<file path="src/rtl/swcr_mul.sv">
// swcr_mul: bit-serial shift-add multiplier, one multiplier bit per cycle.
// Standalone; used by the clock regression top level.
module swcr_mul #(
  parameter int AW = 64,
  parameter int BW = 64
) (
  input  logic             clk,
  input  logic             rst,
  input  logic             start,
  input  logic [AW-1:0]    a,
  input  logic [BW-1:0]    b,
  output logic             done,
  output logic [AW+BW-1:0] prod
);

  localparam int CW = $clog2(BW + 1);

  logic [CW-1:0]    cnt;
  logic [AW-1:0]    areg;
  logic [BW-1:0]    breg;
  logic [AW+BW-1:0] acc;

  always_ff @(posedge clk) begin
    if (rst) begin
      cnt  <= '0;
      done <= 1'b0;
    end else begin
      done <= (cnt == CW'(1)) && !start;
      if (start) begin
        cnt <= CW'(BW);
      end else if (cnt != '0) begin
        cnt <= cnt - CW'(1);
      end
    end
  end

  // msb first: acc = 2*acc + bit*a
  always_ff @(posedge clk) begin
    if (start) begin
      areg <= a;
      breg <= b;
      acc  <= '0;
    end else if (cnt != '0) begin
      acc  <= {acc[AW+BW-2:0], 1'b0} + (breg[BW-1] ? (AW+BW)'(areg) : '0);
      breg <= {breg[BW-2:0], 1'b0};
    end
  end

  assign prod = acc;

endmodule

</file>
<file path="config.mk">
export PLATFORM = sky130hd
export DESIGN_NAME = swcr_mul
export DESIGN_NICKNAME = d
export VERILOG_FILES = /design/src/rtl/swcr_mul.sv
export SDC_FILE = /design/constraint.sdc
export NUM_CORES = 1
export LEC_CHECK = 0
export BUFFER_PORTS_ARGS = -buffer_cell sky130_fd_sc_hd__buf_2
export CORE_MARGIN = 2
export CORE_UTILIZATION = 62
export DETAILED_ROUTE_END_ITERATION = 12
export GPL_TIMING_DRIVEN = 0
export HOLD_SLACK_MARGIN = 0.03
export PLACE_DENSITY = 0.84
export SYNTH_ARGS = -nofsm -noshare
export SYNTH_HDL_FRONTEND = slang
export SYNTH_SLANG_ARGS = --single-unit
export TNS_END_PERCENT = 30
</file>
<file path="constraint.sdc">
create_clock -name clk -period 6.73 [get_ports clk]
set_input_delay 0.673 -clock clk [delete_from_list [all_inputs] [get_ports clk]]
set_output_delay 0.673 -clock clk [all_outputs]
set_load 0.005 [all_outputs]
</file>
==> results.json <==
{
  "syn-num-nets": 1837,
  "hp-class": "in -> reg",
  "whs_path_depth": 1,
  "cp-end-kind": "flop",
  "timing.final.ws_setup_ns": 1.636,
  "drc_errors": 0,
  "irDropWorstVdd_mv": 0.2980,
  "tritoncts": "yes",
  "die_h_um": 160.8,
  "die_area_um2": 25870,
  "ant_nets": 0,
  "yosysSeqAreaShare_pct": 43.06,
  "area_delta_synth_final_pct": 17.26,
  "grt_pass1_wl_mm": 73.30,
  "yosys_most_used_dff": "dfxtp_1",
  "grt_use_total_pct": 35.58,
  "clockPowerShare_pct": 21.3,
  "place_congestion": 0.9889,
  "swShare_pct": 41.92,
  "intPower_w": 0.004234,
  "insertion_delay_ns": 0.57,
  "ctsResizeCount": 0,
  "wl_met1_mm": 18.96,
  "rows": 57,
  "p_switching_w": 0.003056,
  "crit_fanout": 10,
  "layout.nets": 2127,
  "final_hold_viol_count": 0,
  "synth-edff-count": 128,
  "drt_wl_total_mm": 47.78,
  "critPathLaunchType": "flop",
  "p_seq_share_pct": 35.8,
  "fin_skew_ns": 0.01722,
  "postSynthCellCount": 1640,
  "ios": 260,
  "status": "finished clean",
  "cts-buffers-inserted": 29,
  "min_period_over_period_pct": 75.69,
  "wire_per_inst_um": 20.98,
  "cts_hold_buf": 0,
  "drtIter0Drc": 1397,
  "dr_total_vias": 14277,
  "wl_met3_mm": 4.372,
  "setup_viol": 0,
  "die_w_um": 160.8,
  "rr_startpoint": "breg[63]",
  "start_util_pct": 62.89,
  "post_cts_buffers": 0,
  "clk_pin_slew_ns": 0.06,
  "critical_path_arrival_ns": 5.57,
  "wl_met2_mm": 22.54,
  "fin_tns_setup_ns": 0,
  "setup.worst_path.end": "prod[81]",
  "clock_path_buffers": 3,
  "tightest_slew_ns": 1.131,
  "postSynthAreaPerCell_um2": 9.299,
  "mappedNetlistArea_um2": 15250,
  "place_area_um2": 16970,
  "hpwl_mm": 35.17,
  "reg2reg_slack_ns": 1.64,
  "r2r_cells": 15,
  "drive_gt1_share_pct": 20.80,
  "p_leak_nw": 7.296,
  "pre_cts_ws_ns": 1.820,
  "synth-seq-cells": 264,
  "portBuffers": 258,
  "pwr_density_cell_nw_per_um2": 407.6,
  "cp-startpoint": "breg[63]",
  "max_freq_mhz": 196.3,
  "rsz0062_at_grt": "no",
  "slew_viol_final": 0,
  "postSynth.asyncResetShare_pct": 0,
  "cts_max_level": 1,
  "fin_crit_ns": 5.094,
  "reg2reg_to": "prod[81]",
  "criticalPathCategory": "reg -> reg",
  "viasPerCell": 6.270,
  "root_buffer": "clkbuf_16",
  "grt_overflow": 0,
  "drt-pass1-iter-count": 5,
  "grt_max_degree": 67,
  "coreArea_um2": 24250,
  "comb_power_share_pct": 43.0,
  "dr.max_layer_used": "met4",
  "maxCapViolations": 0,
  "cts_sinks": 264,
  "design_area_um2": 17880,
  "synth_warnings": 0,
  "grt_pass1_vias": 13816,
  "worstPathRequired_ns": 7.21,
  "relSlewSlack_pct": 23.88,
  "antenna_found_initial": 1,
  "synth_cell_types": 75
}
-- flip-flops by register name, indices dropped and copies added (netlist names) --
register,cells
prod,128
areg,64
cnt,7
done,1
breg,64
-- power by group through the flow --
stage,Combinational [W],Sequential (W),Clock (W)
after floorplan,0.00199,0.00254,0
after global placement,0.00295,0.00260,0
after detailed placement,0.00303,0.00262,0
after CTS,0.00307,0.00260,0.00156
after global routing,0.00342,0.00265,0.00161
final,0.00313,0.00261,0.00155
-- cell families after synthesis --
group	synth area share [%]
AO/OA/AOI/OAI	18.06
XOR/XNOR	6.260
adder cells (fa/ha/maj)	5.464
buffers and inverters	3.282
flip-flops	43.06
multiplexers	4.717
AND/OR/NAND/NOR	19.16
-- critical path: stages (launching register included) --
cell	delay (ns)
edfxtp_1	0.33
clkbuf_1	0.78
clkbuf_1	0.53
and2_1	0.21
ha_1	0.18
fa_1	0.24
a211oi_1	0.13
o21ai_1	0.24
o211ai_2	0.17
a211oi_2	0.50
o211ai_2	0.20
a21oi_4	0.39
clkbuf_1	0.52
o211ai_1	0.20
xor2_1	0.20
o21ai_0	0.18
-- worst min path at each step --
stage,start,slack (ns),endpoint
after floorplan,prod[2],0.46,prod[2]
after global placement,prod[0],0.46,prod[0]
after detailed placement,prod[39],0.46,prod[39]
after CTS,a[48],0.27,areg[48]
after global routing,a[14],0.27,areg[14]
final,a[46],0.28,areg[46]
-- cell type report --
cell class                 instances  area (um2)
antenna                            1       2.502
multi-input combinational       1250        8184
inverter                          28       105.1
clock buffer                      39       773.2
buffer                            98       395.4
timing repair buffer             259        1314
clock inverter                    14       137.6
sequential                       264        6566
fill                            1867        6365
tap                              324       405.4
-- stage by stage --
stage,instances,util (%),power [W],hold slack [ns]
3_5_place_dp,2223,69.98,0.005655,0.4628
4_1_cts,2276,73.74,0.007219,0.2711
3_3_place_gp,2222,69.89,0.005558,0.4563
2_1_floorplan,1640,-,0.004532,0.4650
6_report,2277,73.75,0.007290,0.2805
5_1_grt,2277,73.75,0.007684,0.2699
-- layer usage --
metal  vias up  global-route usage [%]
li1       6614                       -
met3       160                   5.940
met5         -                       0
met4         0                   14.53
met2       787                   59.15
met1      6716                   46.41
-- cells in the final DEF (no fill, tap or decap), types with 26 or more instances in the layout --
cell	synthesis	final
edfxtp_1	128	128
clkbuf_16	0	29
o21ai_0	84	84
inv_1	27	26
a211oi_1	31	31
nor2_1	104	104
xnor2_1	50	50
buf_2	19	276
dfxtp_1	136	136
ha_1	65	65
nand3_1	49	49
mux2_2	63	63
clkbuf_1	73	82
nand2_1	208	208
nand4_1	53	53
a21o_1	31	31
xor2_1	59	59
a21oi_1	118	118
and2_1	76	76
-- Yosys cell counts (all sizes together), types with 22 or more instances --
cell,number,share of area (%)
nand2,208,5.1
dfxtp,136,18
edfxtp,128,25
a21oi,120,4.0
nor2,104,2.6
o21ai,88,2.9
and2,76,3.1
clkbuf,76,1.9
ha,65,5.3
mux2,63,4.7
xor2,59,3.4
nand4,54,2.3
xnor2,50,2.9
nand3,49,1.6
a211oi,33,1.7
a21o,31,1.5
inv,28,0.69
nor3,26,0.89
buf,22,0.70
(Power assumes the default switching activity.)
