===== config.mk =====
export PLATFORM = sky130hd
export DESIGN_NAME = swcr_div
export DESIGN_NICKNAME = d
export VERILOG_FILES = /design/src/rtl/swcr_div.sv
export SDC_FILE = /design/constraint.sdc
export NUM_CORES = 1
export LEC_CHECK = 0
export BUFFER_PORTS_ARGS = -buffer_cell sky130_fd_sc_hd__buf_4
export CAP_MARGIN = 20
export CORE_MARGIN = 4
export CORE_UTILIZATION = 40
export CTS_BUF_LIST = sky130_fd_sc_hd__clkbuf_4 sky130_fd_sc_hd__clkbuf_8
export DETAILED_ROUTE_END_ITERATION = 12
export GPL_TIMING_DRIVEN = 1
export SKIP_CTS_REPAIR_TIMING = 1
export SYNTH_ARGS = -nofsm -noshare
export SYNTH_HDL_FRONTEND = slang
export SYNTH_SLANG_ARGS = --single-unit

===== constraint.sdc =====
create_clock -name clk -period 9 [get_ports clk]
set_input_delay 1.35 -clock clk [delete_from_list [all_inputs] [get_ports clk]]
set_output_delay 1.35 -clock clk [all_outputs]
set_load 0.1 [all_outputs]

===== src/rtl/swcr_div.sv =====
// swcr_div: restoring divider, one quotient bit per cycle, then a rounding
// step (nearest, ties up on magnitudes). Standalone.
module swcr_div #(
  parameter int NUMW = 128,
  parameter int DW   = 64
) (
  input  logic            clk,
  input  logic            rst,
  input  logic            start,
  input  logic [NUMW-1:0] num,
  input  logic [DW-1:0]   den,
  output logic            done,
  output logic [NUMW-1:0] quo
);

  localparam int CW = $clog2(NUMW + 2);

  logic [CW-1:0]   cnt;
  logic [NUMW-1:0] nsh;
  logic [DW-1:0]   dreg;
  logic [DW-1:0]   rem;
  logic [DW:0]     r2;
  logic            ge;
  logic            rnd;

  assign r2  = {rem, nsh[NUMW-1]};
  assign ge  = r2 >= {1'b0, dreg};
  assign rnd = {rem, 1'b0} >= {1'b0, dreg};

  always_ff @(posedge clk) begin
    if (rst) begin
      cnt  <= '0;
      done <= 1'b0;
    end else begin
      done <= (cnt == CW'(1)) && !start;
      if (start) begin
        cnt <= CW'(NUMW + 1);
      end else if (cnt != '0) begin
        cnt <= cnt - CW'(1);
      end
    end
  end

  always_ff @(posedge clk) begin
    if (start) begin
      nsh  <= num;
      dreg <= den;
      rem  <= '0;
      quo  <= '0;
    end else if (cnt > CW'(1)) begin
      rem <= ge ? DW'(r2 - {1'b0, dreg}) : r2[DW-1:0];
      quo <= {quo[NUMW-2:0], ge};
      nsh <= {nsh[NUMW-2:0], 1'b0};
    end else if (cnt == CW'(1)) begin
      // remainder at least half the divisor rounds away from zero
      if (rnd) begin
        quo <= quo + NUMW'(1);
      end
    end
  end

endmodule


==> results.yml, run 1 <==
outcome:
  status: "completed"
critical_path:
  crit_type: "reg -> reg"
  critPathLaunchType: "flop"
  worstSetupEndpointType: "flop"
  required_ps: 9550
  cp.arrival_ps: 5140
  path_max_fanout: 48
synthesis:
  ys_seq_area_share_pct: 43.6
  synthesis.nets: 2738
  synth.distinct_cells: 82
  synth_edf_count: 192
  synth_area_leaders: "edfxtp_1 26%, dfxtp_1 18%, mux2_2 6.7%, a21oi_1 5.3%, o21ai_0 3.9%"
  synth-async-reset-ratio_pct: 0
  synth_top_area_share_pct: 25.7
  ys_warn_count: 0
  syn-cell-area_um2: 22500
  synth_cells: 2475
  synth_top_area_cell: "edfxtp_1"
  syn_avg_cell_area_um2: 9.07
  synth_top_flop_cell: "dfxtp_1"
  synth-seq-cells: 393
placement:
  gp_congestion: 0.918
  hpwl_um: 47700
  io_buffers: 323
  dp_slack_ps: 4540
cts:
  clock_path_buffers: 3
  cts_tree: "done"
  clk_pin_slew_ps: 60
  clock_sinks: 393
  cts_buffers: 73
  cts_root_buf: "clkbuf_8"
  htreeDepth: 3
  insertion_delay_ps: 670
grt:
  grt_pass1_vias: 19600
  grt_antenna_before_repair: 5
  grt_max_degree: 151
  grt-ovfl-total: 0
  track_usage_pct: 22.0
  grt_pass1_wl_um: 107000
sta:
  slew_violations: 0
  setup_viol_count_final: 0
  timing_hold_violations_final: 0
  period_share_pct: 51.0
  setup_ws_ps: 4410
  fmax_mhz: 218
  layout_min_cycle_time_ps: 4590
  maxSlewHeadroom_pct: 32.3
  worstMarginPinSlew_ps: 1020
  fin_setup_tns_ps: 0
  rsz0062_at_grt: "false"
  worst_hold_slack_ps: 476
  finClkSkew_ps: 44.3
detailed_routing:
  routed_via_density: 5.75
  routed.top_layer: "met5"
  wl_met2_um: 30300
  routed_wl_um: 68700
  drc: 0
  dr.pass1.iters: 6
  met3WireLength_um: 6310
  m1WireLength_um: 30200
  num_vias: 20400
  wl_per_cell_um: 19.4
  drt_iter0_markers: 1809
  ant_nets: 0
job:
  cap_violations: 0
floorplanning:
  fp.coreArea_um2: 55300
  rows: 86
  io_pins: 324
  die-area_um2: 60000
  die_height_um: 245
  start_util_pct: 40.6
  die_x_um: 245
power_and_ir_drop:
  p_leak_nw: 10.1
  power_density_nw_per_um2: 270
  peakVddDrop_mv: 0.154
cells_and_area:
  drive_above_1_share_pct: 22.8
  syn2layout_area_growth_pct: 19.6
  n_fill_cell: 5325
  post-route-util_pct: 48.6
  fin_nets: 2999
worst_hold_path:
  hp-class: "reg -> reg"
## path summary, 6_finish.rpt
kind,slack (ps),to,cells after the start,startpoint
worst min register to register,480,rem[1]$_SDFFE_PP0P_,2,rem[1]$_SDFFE_PP0P_
worst max register to register,4410,quo[125]$_SDFFE_PP0P_,15,dreg[40]$_DFFE_PP_
worst max-delay path,4410,quo[125]$_SDFFE_PP0P_,15,dreg[40]$_DFFE_PP_
worst min-delay path,480,rem[1]$_SDFFE_PP0P_,2,rem[1]$_SDFFE_PP0P_
## metal layers
metal	vias to the layer above	global-route usage [%]
li1	9793	-
met1	9658	29.8
met2	771	33.6
met3	128	7.22
met4	8	6.95
met5	-	0
## cells in the mapped netlist (10+ instances only)
library cell and count:
xor2_1 26, and2_1 17, nor2_1 221, a211oi_1 38, nor3_1 78, ha_1 67, a31oi_1 53, nand2_1 189
inv_1 116, mux2_2 133, dfxtp_1 201, buf_2 17, o21ai_0 174, or3_1 21, nand4_1 78, a32oi_1 16
nand2b_1 15, a22oi_1 23, nand3_1 68, a21oi_1 238, clkbuf_1 131, nor4_1 27, o21bai_1 16, and4_1 15
edfxtp_1 192, o211ai_1 22, and3_1 34, xnor2_1 39, nor3b_1 10
## layout by cell type, fill, tap and decap left out, types with 10 or more instances in the layout
master	n
a211oi_1	38
a21oi_1	237
a22oi_1	23
a31oi_1	53
a32oi_1	16
and2_1	16
and3_1	34
and4_1	15
buf_4	335
clkbuf_4	31
clkbuf_8	80
clkinv_1	10
dfxtp_1	201
edfxtp_1	192
ha_1	67
inv_1	115
mux2_2	133
nand2_1	188
nand2b_1	15
nand3_1	68
nand4_1	78
nor2_1	220
nor3_1	77
nor3b_1	10
nor4_1	27
o211ai_1	22
o21ai_0	174
o21bai_1	16
or3_1	21
xnor2_1	39
xor2_1	26
## layout make-up
| type | instances | area [um2] | area share [%] |
|---|---|---|---|
| multi-input cells | 1815 | 11700 | 43.5 |
| flip-flops and latches | 393 | 9790 | 36.4 |
| repair buffers | 337 | 2550 | 9.49 |
| clock buffers | 111 | 1330 | 4.97 |
| well taps | 748 | 936 | 3.48 |
| inverters | 116 | 438 | 1.63 |
| clock inverters | 21 | 130 | 0.484 |
| diodes | 1 | 2.50 | 0.00932 |
## where the power goes
part | internal [mW] | switching, mW
sequential | 2.31 | 0.233
combinational | 1.01 | 1.93
clock | 0.954 | 0.807
total | 4.28 | 2.97
## state kept, by name, summed over array words and instances (netlist names)
name / cells
nsh: 128
quo: 128
dreg: 64
rem: 64
cnt: 8
done: 1
## logic make-up (layout without fill, tap and decap cells)
| logic type | after synthesis | after routing | share of synthesized area, % |
|---|---|---|---|
| compound gates | 698 | 698 | 19.1 |
| mux | 140 | 140 | 6.98 |
| simple gates | 844 | 844 | 19.4 |
| flops | 393 | 393 | 43.6 |
| fa+ha+maj | 68 | 68 | 3.82 |
| other cells | 0 | 1 | 0 |
| xor+xnor | 65 | 65 | 2.54 |
| buf+inv | 267 | 585 | 4.56 |
## through the flow
step	cell area, um2	std cells	total power, mW
2_1_floorplan	22500	2475	4.72
6_report	26900	3542	7.25
3_5_place_dp	25400	3409	5.49
4_1_cts	26900	3541	7.29
3_3_place_gp	25400	3409	5.45
5_1_grt	26900	3542	7.74
## worst max-delay path: stages, from the launching register on
cell       delay [ps]
edfxtp_1          330
inv_1              50
ha_1              370
a21oi_1           330
o21ai_0           160
o2111ai_1         260
a211o_1           170
o211ai_1          130
nor2_1            550
a21oi_4            80
buf_4             330
buf_4             390
nor2_4            510
buf_4             450
o21ai_0           170
a31oi_1           170
Note: power is estimated with default switching activity, not from simulation.
==> run 2, diff against run 1 <==
==> constraint.sdc (replaced) <==
create_clock -name clk -period 4.42 [get_ports clk]
set_input_delay 0.663 -clock clk [delete_from_list [all_inputs] [get_ports clk]]
set_output_delay 0.663 -clock clk [all_outputs]
set_load 0.1 [all_outputs]
==> results.yml, run 2 (synthesis results as in run 1) <==
cells_and_area:
  stdcell_count: 3552
  antenna_cells: 0
  top_regs: "nsh (128), quo (128)"
  fin_nets: 3016
  syn2layout_area_growth_pct: 20.6
  final_cell_mix: "348 x buf_4, 237 x a21oi_1, 220 x nor2_1, 201 x dfxtp_1, 192 x edfxtp_1"
  final_common_cell: "buf_4"
  drive_above_1_share_pct: 23.4
floorplanning:
  io_pins: 324
  die_height_um: 245
  die-area_um2: 60000
  start_util_pct: 40.6
  rows: 86
  fp.coreArea_um2: 55300
  die_x_um: 245
grt:
  track_usage_pct: 22.2
  grt_antenna_before_repair: 1
  grt_max_degree: 148
  grt-ovfl-total: 0
  grt_pass1_wl_um: 108000
  grt_pass1_vias: 19600
detailed_routing:
  wl_per_cell_um: 19.4
  drc: 0
  ant_nets: 0
  routed_wl_um: 68900
  num_vias: 20500
  dr.pass1.iters: 5
  routed_via_density: 5.76
  drt_iter0_markers: 1455
placement:
  dpl.cell_count: 3425
  io_buffers: 323
  hpwl_um: 48000
  gp_congestion: 0.910
  dp_slack_ps: 609
sta:
  worstMarginPinSlew_ps: 1120
  setup_ws_ps: 563
  finClkSkew_ps: 27.8
  slew_violations: 0
  fmax_mhz: 259
  rsz0062_at_grt: "false"
  layout_min_cycle_time_ps: 3860
  period_share_pct: 87.3
  maxSlewHeadroom_pct: 25.1
  setup_viol_count_final: 0
  timing_hold_violations_final: 0
  fin_setup_tns_ps: 0
cts:
  cts_tree: "done"
  htreeDepth: 3
  clock_sinks: 393
  cts_buffers: 74
  clock_path_buffers: 3
  cts_root_buf: "clkbuf_8"
  insertion_delay_ps: 670
  clk_pin_slew_ps: 60
critical_path:
  path_max_fanout: 59
  crit_type: "reg -> reg"
  cp_slowest_cell: "a21o_4"
  cpMostUsedCell: "a21oi_1"
  worstSetupEndpointType: "flop"
  critPathMaxStageDelay_ps: 630
  crit_path_cell_trace: "inv_1 -> ha_1 -> a21oi_1 -> o21ai_0 -> a21oi_1 -> o211ai_1 -> nor2_1 -> a21o_4 -> buf_4 -> nor3_1 -> xnor2_1 -> a211oi_1"
  required_ps: 5000
  critPathLaunchType: "flop"
  cp.arrival_ps: 4430
worst_hold_path:
  hp-class: "in -> reg"
power_and_ir_drop:
  p_leak_nw: 10.3
  power_density_nw_per_um2: 553
  peakVddDrop_mv: 0.304
outcome:
  status: "completed"
job:
  cap_violations: 0
run 2: layout make-up:
type	instances	area, um2
clock buffer	111	1360
clock inverter	16	164
fill	5369	28200
inverter	116	438
multi-input combinational	1815	11700
sequential	393	9790
tap	748	936
timing repair buffer	353	2710
run 2: metrics by stage:
stage	utilization, %	instance area [um2]	total power, mW	hold WS [ps]
after CTS	49.0	27100	15.1	94.2
final	49.0	27100	15.0	169
after global placement	46.2	25600	11.2	456
after floorplan	-	22500	9.61	448
after detailed placement	46.2	25600	11.3	474
after global routing	49.0	27100	16.0	101
run 2: worst max-delay path, delay by kind of cell (launching register included):
family	cells	cell delay, ps
compound gates	6	1780
xor+xnor	1	130
fa+ha+maj	1	430
buf+inv	2	420
flops	1	350
simple gates	2	600
run 2: report_power, final:
group          internal, mW  switching (mW)  total [mW]
clock                  2.09            1.61        3.70
combinational          2.11            3.98        6.09
sequential             4.71           0.474        5.18
run 2: worst paths after layout:
kind | startpoint | end | slack [ps] | depth (start not counted)
worst max-delay path | dreg[56]$_DFFE_PP_ | quo[103]$_SDFFE_PP0P_ | 560 | 12
worst min-delay path | den[48] | dreg[48]$_DFFE_PP_ | 170 | 1
worst max register to register | dreg[56]$_DFFE_PP_ | quo[103]$_SDFFE_PP0P_ | 560 | 12
worst min register to register | rem[1]$_SDFFE_PP0P_ | rem[1]$_SDFFE_PP0P_ | 480 | 2
run 2: layer usage:
layer	track usage (%)	share of wire (%)
met1	29.9	44
met3	7.50	9.4
met2	33.6	44
met4	7.53	3.0
met5	0	0.019
